### config.mk
export PLATFORM = sky130hd
export DESIGN_NAME = multichannel_moving_average_top
export DESIGN_NICKNAME = d
export VERILOG_FILES = /design/src/sv/mavg_pkg.sv /design/src/sv/mavg_ram.sv /design/src/sv/multichannel_moving_average_top.sv
export SDC_FILE = /design/constraint.sdc
export NUM_CORES = 1
export LEC_CHECK = 0
export BUFFER_PORTS_ARGS = -buffer_cell sky130_fd_sc_hd__buf_4
export CELL_PAD_IN_SITES_DETAIL_PLACEMENT = 0
export CELL_PAD_IN_SITES_GLOBAL_PLACEMENT = 1
export CORE_UTILIZATION = 46
export CTS_BUF_LIST = sky130_fd_sc_hd__clkbuf_8
export DETAILED_ROUTE_END_ITERATION = 12
export PLACE_DENSITY = 0.74
export SYNTH_ARGS = -nofsm -noshare
export SYNTH_HDL_FRONTEND = slang
export SYNTH_SLANG_ARGS = --single-unit
### constraint.sdc
create_clock -name clk -period 10.2 [get_ports clk]
set_input_delay 0 -clock clk [delete_from_list [all_inputs] [get_ports clk]]
set_output_delay 0 -clock clk [all_outputs]
set_load 0.005 [all_outputs]
### src/sv/mavg_pkg.sv
// Shared types, constants and microcode store of the multichannel moving-average filter.
package mavg_pkg;

    localparam int SAMPLES_MAX_DEF  = 8;
    localparam int CHANNELS_MAX_DEF = 8;

    localparam int SAMPLE_BITS = 12;
    localparam int CH_W        = 3;
    localparam int CFG_W       = 4;
    localparam int CFG_INDEX_W = 2;
    localparam int W_W         = 4;                       // window value, 1..15
    localparam int FRAC_BITS   = 8;
    localparam int AVG_W       = SAMPLE_BITS + FRAC_BITS;
    localparam int SUM_W       = SAMPLE_BITS + W_W;
    localparam int DIV_CNT_W   = $clog2(AVG_W + 1);

    localparam logic [CFG_W-1:0] WINDOW_LENGTH_RST = 4'd7;
    localparam logic [CFG_W-1:0] CHANNEL_COUNT_RST = 4'd5;

    typedef enum logic [CFG_INDEX_W-1:0] {
        CFG_WINDOW_LENGTH = 2'd0,
        CFG_CHANNEL_COUNT = 2'd1
    } cfg_reg_t;

    typedef struct packed {
        logic [CH_W-1:0]        channel;
        logic [SAMPLE_BITS-1:0] sample;
    } item_t;

    typedef struct packed {
        logic [CH_W-1:0]  out_channel;
        logic [AVG_W-1:0] average;
        logic             bad_channel;
    } result_t;

    // Sequencer steps
    typedef enum logic [2:0] {
        STEP_CLEAR    = 3'd0,
        STEP_FETCH    = 3'd1,
        STEP_WRITE    = 3'd2,
        STEP_READ     = 3'd3,
        STEP_ACC      = 3'd4,
        STEP_DIV_INIT = 3'd5,
        STEP_DIV      = 3'd6,
        STEP_EMIT     = 3'd7
    } step_t;

    // Branch conditions
    typedef enum logic [2:0] {
        COND_NEVER     = 3'd0,
        COND_ALWAYS    = 3'd1,
        COND_CLR_MORE  = 3'd2,
        COND_NO_ACCEPT = 3'd3,
        COND_BAD       = 3'd4,
        COND_MORE_RD   = 3'd5,
        COND_DIV_MORE  = 3'd6,
        COND_OUT_BUSY  = 3'd7
    } cond_t;

    // hold = 1: stay while cond, then go to target.
    // hold = 0: go to target if cond, else fall through to the next step.
    typedef struct packed {
        logic  clr_wr;
        logic  take;
        logic  hist_wr;
        logic  rd_issue;
        logic  acc_add;
        logic  div_init;
        logic  div_step;
        logic  emit;
        cond_t cond;
        logic  hold;
        step_t target;
    } ucode_t;

    function automatic ucode_t ucode_rom(input step_t step);
        ucode_t w;
        w = '0;
        unique case (step)
            STEP_CLEAR:
            begin
                w.clr_wr = 1'b1;
                w.cond   = COND_CLR_MORE;
                w.hold   = 1'b1;
                w.target = STEP_FETCH;
            end
            STEP_FETCH:
            begin
                w.take   = 1'b1;
                w.cond   = COND_NO_ACCEPT;
                w.hold   = 1'b1;
                w.target = STEP_WRITE;
            end
            STEP_WRITE:
            begin
                w.hist_wr = 1'b1;
                w.cond    = COND_BAD;
                w.target  = STEP_EMIT;
            end
            STEP_READ:
            begin
                w.rd_issue = 1'b1;
                w.cond     = COND_NEVER;
            end
            STEP_ACC:
            begin
                w.acc_add  = 1'b1;
                w.rd_issue = 1'b1;
                w.cond     = COND_MORE_RD;
                w.hold     = 1'b1;
                w.target   = STEP_DIV_INIT;
            end
            STEP_DIV_INIT:
            begin
                w.div_init = 1'b1;
                w.cond     = COND_NEVER;
            end
            STEP_DIV:
            begin
                w.div_step = 1'b1;
                w.cond     = COND_DIV_MORE;
                w.hold     = 1'b1;
                w.target   = STEP_EMIT;
            end
            STEP_EMIT:
            begin
                w.emit   = 1'b1;
                w.cond   = COND_OUT_BUSY;
                w.hold   = 1'b1;
                w.target = STEP_FETCH;
            end
        endcase
        return w;
    endfunction

endpackage

### src/sv/mavg_ram.sv
// Generic single-write, single-read RAM with registered read data.
module mavg_ram
#(
    parameter int WIDTH = 12,
    parameter int DEPTH = 64,
    parameter int AW    = (DEPTH > 1) ? $clog2(DEPTH) : 1
)
(
    input  logic             clk,
    input  logic             we,
    input  logic [AW-1:0]    waddr,
    input  logic [WIDTH-1:0] wdata,
    input  logic [AW-1:0]    raddr,
    output logic [WIDTH-1:0] rdata
);

    logic [WIDTH-1:0] mem [DEPTH];
    logic [WIDTH-1:0] rdata_reg;

    always_ff @(posedge clk)
    begin
        if (we)
        begin
            mem[waddr] <= wdata;
        end
        rdata_reg <= mem[raddr];
    end

    assign rdata = rdata_reg;

endmodule

### src/sv/multichannel_moving_average_top.sv
// Top level of the multichannel moving-average filter: microcoded sequencer and datapath.
//
// Channels
//   item (item_valid/item_ready/item): one converter sample for one channel per transaction.
//   result (result_valid/result_ready/result): one transaction per item, in order: channel,
//   window mean (8 fractional bits, truncated), bad-channel flag.
//   cfg (cfg_valid/cfg_ready/cfg_index/cfg_data): index 0 window length, index 1 channel
//   count, other indexes ignored; cfg_ready is always high; write only with no item in flight.
// Sequence
//   A good item's history is read one entry at a time on the single RAM read port, then a
//   restoring divider gives one quotient bit per cycle, and result_valid rises from the
//   emit step. For a rejected channel the write step leads straight to the emit step.
//   One item is in work at a time; the next is taken in the cycle after its result is
//   registered, so no new item is taken before the last one is through.
// Reset
//   History RAM is swept to zero, one entry per cycle (CHANNELS_MAX * SAMPLES_MAX entries,
//   64 by default) with item_ready low; write positions and configuration reset at once.
// Stall
//   With result_ready low the result holds; the sequencer waits in its emit step and accepts
//   nothing further until the result register frees.
module multichannel_moving_average_top
    import mavg_pkg::*;
#(
    parameter int SAMPLES_MAX  = SAMPLES_MAX_DEF,
    parameter int CHANNELS_MAX = CHANNELS_MAX_DEF
)
(
    input  logic                   clk,
    input  logic                   rst_n,
    input  logic                   item_valid,
    output logic                   item_ready,
    input  item_t                  item,
    output logic                   result_valid,
    input  logic                   result_ready,
    output result_t                result,
    input  logic                   cfg_valid,
    output logic                   cfg_ready,
    input  logic [CFG_INDEX_W-1:0] cfg_index,
    input  logic [CFG_W-1:0]       cfg_data
);

    localparam int DEPTH  = CHANNELS_MAX * SAMPLES_MAX;
    localparam int ADDR_W = (DEPTH > 1) ? $clog2(DEPTH) : 1;
    localparam int POS_W  = (SAMPLES_MAX > 1) ? $clog2(SAMPLES_MAX) : 1;
    localparam int CH_AW  = (CHANNELS_MAX > 1) ? $clog2(CHANNELS_MAX) : 1;

    // configuration
    logic [CFG_W-1:0] window_length_reg, window_length_next;
    logic [CFG_W-1:0] channel_count_reg, channel_count_next;

    // sequencer
    step_t  step_reg, step_next;
    ucode_t uw;
    logic   cond_true;

    // datapath registers
    logic [CH_W-1:0]        ch_reg, ch_next;
    logic [SAMPLE_BITS-1:0] smp_reg, smp_next;
    logic                   bad_reg, bad_next;
    logic [W_W-1:0]         w_reg, w_next;
    logic [W_W-1:0]         idx_reg, idx_next;
    logic [SUM_W-1:0]       acc_reg, acc_next;
    logic [W_W-1:0]         rem_reg, rem_next;
    logic [AVG_W-1:0]       dq_reg, dq_next;
    logic [DIV_CNT_W-1:0]   div_cnt_reg, div_cnt_next;
    logic [ADDR_W-1:0]      clr_addr_reg, clr_addr_next;
    logic [POS_W-1:0]       wpos_reg [CHANNELS_MAX];
    logic [POS_W-1:0]       wpos_next [CHANNELS_MAX];
    logic                   result_valid_reg, result_valid_next;
    result_t                result_reg, result_next;

    // combinational helpers
    logic [W_W-1:0]         win_use;
    logic [CH_AW-1:0]       ch_idx;
    logic [POS_W-1:0]       wpos_cur;
    logic [POS_W-1:0]       pos_eff;
    logic [POS_W:0]         pos_inc;
    logic [POS_W-1:0]       pos_adv;
    logic                   more_rd;
    logic                   out_busy;
    logic [W_W:0]           trial;
    logic                   qbit;

    // RAM port
    logic                   ram_we;
    logic [ADDR_W-1:0]      ram_waddr;
    logic [SAMPLE_BITS-1:0] ram_wdata;
    logic [ADDR_W-1:0]      ram_raddr;
    logic [SAMPLE_BITS-1:0] ram_rdata;

    mavg_ram #(
        .WIDTH (SAMPLE_BITS),
        .DEPTH (DEPTH),
        .AW    (ADDR_W)
    ) u_hist (
        .clk   (clk),
        .we    (ram_we),
        .waddr (ram_waddr),
        .wdata (ram_wdata),
        .raddr (ram_raddr),
        .rdata (ram_rdata)
    );

    assign cfg_ready    = 1'b1;
    assign item_ready   = uw.take;
    assign result_valid = result_valid_reg;
    assign result       = result_reg;

    // window in use: 0 reads as 1, above the store depth clamps to it
    always_comb
    begin
        win_use = window_length_reg;
        if (window_length_reg == '0)
        begin
            win_use = W_W'(1);
        end
        else if (32'(window_length_reg) > SAMPLES_MAX)
        begin
            win_use = W_W'(SAMPLES_MAX);
        end
    end

    // write position of the current channel; a shrunk window restarts at slot 0
    assign ch_idx   = CH_AW'(ch_reg);
    assign wpos_cur = wpos_reg[ch_idx];
    assign pos_eff  = (32'(wpos_cur) >= 32'(w_reg)) ? '0 : wpos_cur;
    assign pos_inc  = {1'b0, pos_eff} + (POS_W + 1)'(1);
    assign pos_adv  = (32'(pos_inc) >= 32'(w_reg)) ? '0 : POS_W'(pos_inc);

    assign more_rd  = (idx_reg != w_reg);
    assign out_busy = result_valid_reg && !result_ready;

    // restoring divide by the window, one quotient bit per step
    assign trial = {rem_reg, dq_reg[AVG_W-1]};
    assign qbit  = (trial >= {1'b0, w_reg});

    // RAM access
    assign ram_we    = uw.clr_wr || (uw.hist_wr && !bad_reg);
    assign ram_waddr = uw.clr_wr ? clr_addr_reg
                                 : ADDR_W'(32'(ch_reg) * SAMPLES_MAX + 32'(pos_eff));
    assign ram_wdata = uw.clr_wr ? '0 : smp_reg;
    assign ram_raddr = ADDR_W'(32'(ch_reg) * SAMPLES_MAX + 32'(idx_reg));

    // control word decode and branch condition
    always_comb
    begin
        uw = ucode_rom(step_reg);
        unique case (uw.cond)
            COND_NEVER:     cond_true = 1'b0;
            COND_ALWAYS:    cond_true = 1'b1;
            COND_CLR_MORE:  cond_true = (clr_addr_reg != ADDR_W'(DEPTH - 1));
            COND_NO_ACCEPT: cond_true = !item_valid;
            COND_BAD:       cond_true = bad_reg;
            COND_MORE_RD:   cond_true = more_rd;
            COND_DIV_MORE:  cond_true = (div_cnt_reg != DIV_CNT_W'(1));
            COND_OUT_BUSY:  cond_true = out_busy;
        endcase
    end

    // step counter
    always_comb
    begin
        if (uw.hold)
        begin
            step_next = cond_true ? step_reg : uw.target;
        end
        else
        begin
            step_next = cond_true ? uw.target : step_t'(3'(step_reg + 3'd1));
        end
    end

    // configuration writes
    always_comb
    begin
        window_length_next = window_length_reg;
        channel_count_next = channel_count_reg;
        if (cfg_valid)
        begin
            unique case (cfg_index)
                CFG_WINDOW_LENGTH: window_length_next = cfg_data;
                CFG_CHANNEL_COUNT: channel_count_next = cfg_data;
                default:
                begin
                end
            endcase
        end
    end

    // datapath
    always_comb
    begin
        ch_next           = ch_reg;
        smp_next          = smp_reg;
        bad_next          = bad_reg;
        w_next            = w_reg;
        idx_next          = idx_reg;
        acc_next          = acc_reg;
        rem_next          = rem_reg;
        dq_next           = dq_reg;
        div_cnt_next      = div_cnt_reg;
        clr_addr_next     = clr_addr_reg;
        wpos_next         = wpos_reg;
        result_valid_next = result_valid_reg;
        result_next       = result_reg;

        if (uw.clr_wr)
        begin
            clr_addr_next = clr_addr_reg + ADDR_W'(1);
        end

        if (uw.take && item_valid)
        begin
            ch_next  = item.channel;
            smp_next = item.sample;
            bad_next = (CFG_W'(item.channel) >= channel_count_reg)
                    || (32'(item.channel) >= CHANNELS_MAX);
            w_next   = win_use;
        end

        if (uw.hist_wr)
        begin
            acc_next = '0;
            idx_next = '0;
            if (!bad_reg)
            begin
                wpos_next[ch_idx] = pos_adv;
            end
        end

        if (uw.rd_issue && more_rd)
        begin
            idx_next = idx_reg + W_W'(1);
        end

        if (uw.acc_add)
        begin
            acc_next = acc_reg + SUM_W'(ram_rdata);
        end

        // numerator is sum << 8; its top W_W bits are below the window
        if (uw.div_init)
        begin
            rem_next     = acc_reg[SUM_W-1 -: W_W];
            dq_next      = {acc_reg[SAMPLE_BITS-1:0], {FRAC_BITS{1'b0}}};
            div_cnt_next = DIV_CNT_W'(AVG_W);
        end

        if (uw.div_step)
        begin
            rem_next     = qbit ? W_W'(trial - {1'b0, w_reg}) : trial[W_W-1:0];
            dq_next      = {dq_reg[AVG_W-2:0], qbit};
            div_cnt_next = div_cnt_reg - DIV_CNT_W'(1);
        end

        if (result_valid_reg && result_ready)
        begin
            result_valid_next = 1'b0;
        end

        if (uw.emit && !out_busy)
        begin
            result_valid_next       = 1'b1;
            result_next.out_channel = ch_reg;
            result_next.average     = bad_reg ? '0 : dq_reg;
            result_next.bad_channel = bad_reg;
        end
    end

    // control state
    always_ff @(posedge clk or negedge rst_n)
    begin
        if (!rst_n)
        begin
            step_reg          <= STEP_CLEAR;
            window_length_reg <= WINDOW_LENGTH_RST;
            channel_count_reg <= CHANNEL_COUNT_RST;
            bad_reg           <= 1'b0;
            clr_addr_reg      <= '0;
            result_valid_reg  <= 1'b0;
            for (int i = 0; i < CHANNELS_MAX; i++)
            begin
                wpos_reg[i] <= '0;
            end
        end
        else
        begin
            step_reg          <= step_next;
            window_length_reg <= window_length_next;
            channel_count_reg <= channel_count_next;
            bad_reg           <= bad_next;
            clr_addr_reg      <= clr_addr_next;
            result_valid_reg  <= result_valid_next;
            wpos_reg          <= wpos_next;
        end
    end

    // payload
    always_ff @(posedge clk)
    begin
        ch_reg      <= ch_next;
        smp_reg     <= smp_next;
        w_reg       <= w_next;
        idx_reg     <= idx_next;
        acc_reg     <= acc_next;
        rem_reg     <= rem_next;
        dq_reg      <= dq_next;
        div_cnt_reg <= div_cnt_next;
        result_reg  <= result_next;
    end

    // checks
    a_accept_to_write: assert property (@(posedge clk) disable iff (!rst_n)
        item_valid && item_ready |=> step_reg == STEP_WRITE)
        else $error("accepted item did not move to the write step");

    a_ram_write_src: assert property (@(posedge clk) disable iff (!rst_n)
        ram_we |-> (step_reg == STEP_CLEAR) || (step_reg == STEP_WRITE && !bad_reg))
        else $error("history written outside clear sweep or good-item write");

    a_read_index: assert property (@(posedge clk) disable iff (!rst_n)
        step_reg == STEP_ACC |-> idx_reg != '0 && idx_reg <= w_reg)
        else $error("history read index outside the window");

    a_rem_below_div: assert property (@(posedge clk) disable iff (!rst_n)
        step_reg == STEP_DIV |-> rem_reg < w_reg)
        else $error("divider remainder not below the window");

    a_bad_zero: assert property (@(posedge clk) disable iff (!rst_n)
        result_valid && result.bad_channel |-> result.average == '0)
        else $error("rejected channel reported a non-zero average");

endmodule

==> key figures <==
Placed design
  • Port Buf Inserts: 51
  • Post-DP HPWL: 49260 um
  • DP Cell Count: 2968
  • GPL Wtd Cong: 0.8484

Drt
  • Post-route ant nets: 0
  • DR pass1 iterations: 5
  • DRT Wirelength: 84370 um
  • Post-route DRC: 0
  • Via density: 5.796
  • Drt wl/cell: 25.75 um
  • Vias: 18.99k
  • DR iter-0 viols: 1809

Global route
  • Largest net degree at the start of global routing: 137
  • Initial antenna violation count: 1
  • Total gr overflow: 0
  • GRT Util Overall: 0.2117
  • First-pass GRT wire length: 126800 um
  • Vias in the first global route: 19.57k

Clock tree
  • Clock sinks: 915
  • Clock-pin transition on the worst setup and hold timing paths: 70 ps
  • Clock Tree Buf Depth: 3
  • Post-CTS Setup Inserts: 0
  • Clk_lat worst skew: 800 ps
  • CTS tree: yes
  • Root Driver: clkbuf_8
  • Resized cells post-CTS: 0
  • Hold buffer count at cts: 49
  • Num CTS Buffers: 148
  • H-tree depth: 4

Synth
  • Synth Cell Area: 0.03689 mm2
  • Post-Synth Simple-Gate Area: 0.04322
  • Largest family of logic cells by synthesized area: multiplexers
  • Post-synth EDFFs: 860
  • Top-count cell post-synth: edfxtp_1
  • Top-area cell type share of the netlist area: 0.7001
  • Ys async rst share: 0.04699
  • Post-synthesis mux area share: 0.1540
  • Mapped Avg Cell Area: 19.46 um2
  • Yosys top cell by area: edfxtp_1
  • Complex-gate fraction of the synthesized area: 0.03338
  • Cell variety after synth: 65
  • Seq cells post-synth: 915
  • Most used DFF post-synth: edfxtp_1
  • Post-synth top cells: edfxtp_1, mux4_2, nand2_1, nor3_1, clkbuf_1
  • Seq/Total Area, Yosys: 0.7360
  • Syn Nets: 1960
  • Synth top area cells: edfxtp_1, mux4_2, dfrtp_1, ha_1, mux2i_1
  • Yosys warns: 0
  • Syn Inst Count: 1895
  • Post-Synth Adder-Cell Area: 0.01364
  • Synth Area in XOR/XNOR: 0.005461

Power and ir drop
  • Power Dens Cells: 285.7 mW/mm2
  • Total power: 12.07 mW
  • Sw frac: 0.3444
  • Int Pwr: 7.914 mW
  • Fraction of power consumed by combinational cells: 0.338
  • Leak: 14.07 nW
  • Clock share of power: 0.249
  • Worst vdd ir: 0.2009 mV
  • Reg power frac: 0.413
  • NetSw: 4.158 mW

Worst setup path
  • Data required time of the critical path: 10600 ps
  • CP top delay family: compound AO/OA/AOI/OAI gates
  • Kind of critical path: reg -> reg
  • Most used cell, CP: buf_4
  • CP max-delay cell: nor3_2
  • Crit-path max cell delay: 930 ps
  • Worst path arrival time: 5310 ps
  • Worst Path Max Fanout: 32
  • Worst-path cell chain: a21boi_0, a211o_1, o211ai_1, ha_1, a21o_1, a21oi_1, nor2_1, buf_4, o31a_2, buf_4, nor3_2
  • CP endpoint kind: flip-flop
  • Worst Path Buf+Inv: 2
  • Startpoint class of the critical path: flip-flop

Cells and area
  • Share of cells above drive strength 1: 0.2782
  • # fillers: 6173
  • Final nets: 2182
  • Post-layout util: 0.5341
  • P&R area growth vs syn: 14.57%
  • Finished Layout Cells: 3277
  • Flip-flop count of the largest register after layout: 768

Timing
  • RSZ-0062 raised after global routing: no
  • Final setup violation count: 0
  • Final hold viol count: 0
  • Final Skew: 36.62 ps
  • Minimum clock period: 4909 ps
  • Total Neg Setup Slack: 0 ps
  • Worst rel slew slack: 0.2677
  • Worst hold slack: 83.71 ps
  • Slew Viols, Final: 0
  • Peak Freq: 203.7 MHz
  • Period utilisation layout: 0.4813
  • Worst slew pin tran: 1093 ps

Floorplanning
  • Rows: 103
  • Die area: 0.08132 mm2
  • Starting Density: 0.4661
  • CORE AREA: 0.07913 mm2
  • Die width: 285.2 um
  • Die H: 285.2 um
  • IO Count: 53

Min path
  • Hold Path Class: in -> reg

Job
  • Max-cap viol count: 0

Run status
  • Status: finished, final reports clean
-- routing by layer --
metal	wire length [um]	vias up	track usage
li1	-	8223	-
met1	35290	9969	0.2869
met2	41820	664	0.3444
met3	5195	136	0.04416
met4	2061	0	0.06832
met5	0	-	0
-- stage by stage --
stage,setup WS (ps),instance area (um2)
6_report,5291,42260
5_1_grt,4964,42260
3_5_place_dp,5292,38960
2_1_floorplan,6209,36890
3_3_place_gp,5468,38950
4_1_cts,5241,42250
-- placed cells by master (no fill, tap or decap), types with 14 or more instances in the layout --
cell / n
mux4_2: 217
inv_1: 66
o221ai_1: 24
dlygate4sd3_1: 48
clkinv_2: 19
nand3_1: 16
edfxtp_1: 860
clkbuf_8: 152
dfrtp_1: 38
mux2i_1: 42
a21oi_1: 47
nand2_1: 88
buf_4: 119
o21ai_0: 29
clkinv_1: 28
nor3_2: 24
mux2_2: 33
ha_1: 37
o31ai_1: 19
nor3_1: 52
nor2b_1: 30
xnor2_1: 16
nor2_1: 38
and3_1: 14
-- kinds of logic after synthesis --
logic type               Yosys count
buffers and inverters            126
other                              1
adder cells (fa/ha/maj)           39
AND/OR/NAND/NOR                  317
multiplexers                     292
AO/OA/AOI/OAI                    182
flip-flops                       915
XOR/XNOR                          23
-- worst reg2reg max path: stages, from the launching register on --
cell	delay, ps
edfxtp_1	850
a21boi_0	230
a211o_1	320
o211ai_1	400
ha_1	370
a21o_1	160
a21oi_1	240
nor2_1	70
buf_4	220
o31a_2	370
buf_4	320
nor3_2	960
-- final cells by class --
class,instances,area (um2),share of cell area
Clock inverter,106,701.9,0.01661
Inverter,28,105.1,0.002487
Clock buffer,152,2092,0.04950
Sequential cell,915,27150,0.6424
Tap cell,1050,1314,0.03109
Timing Repair Buffer,170,1434,0.03393
Multi-Input combinational cell,854,9460,0.2239
Antenna cell,2,5.005,0.0001184
-- power groups by stage --
stage	Sequential, mW	Clock (mW)	Combinational [mW]
after floorplan	4.98	0	2.68
after global placement	5.05	0	4.00
after detailed placement	5.06	0	4.10
after CTS	4.98	3.07	4.12
after global routing	5.01	3.23	4.35
final	4.98	3.01	4.08
-- path summary, 6_finish.rpt --
| check | depth (start not counted) | slack (ps) | end | from |
|---|---|---|---|---|
| max | 11 | 5290 | u_hist.mem[5][8] | ch_idx[2] |
| min reg2reg | 2 | 480 | wpos_reg[16] | wpos_reg[16] |
| max reg2reg | 11 | 5290 | u_hist.mem[5][8] | ch_idx[2] |
| min | 4 | 80 | result_valid | result_ready |
| max in group asynchronous | 4 | 9650 | wpos_reg[6] | rst_n |
| min in group asynchronous | 3 | 290 | channel_count_reg[2] | rst_n |
(Power assumes the default switching activity.)
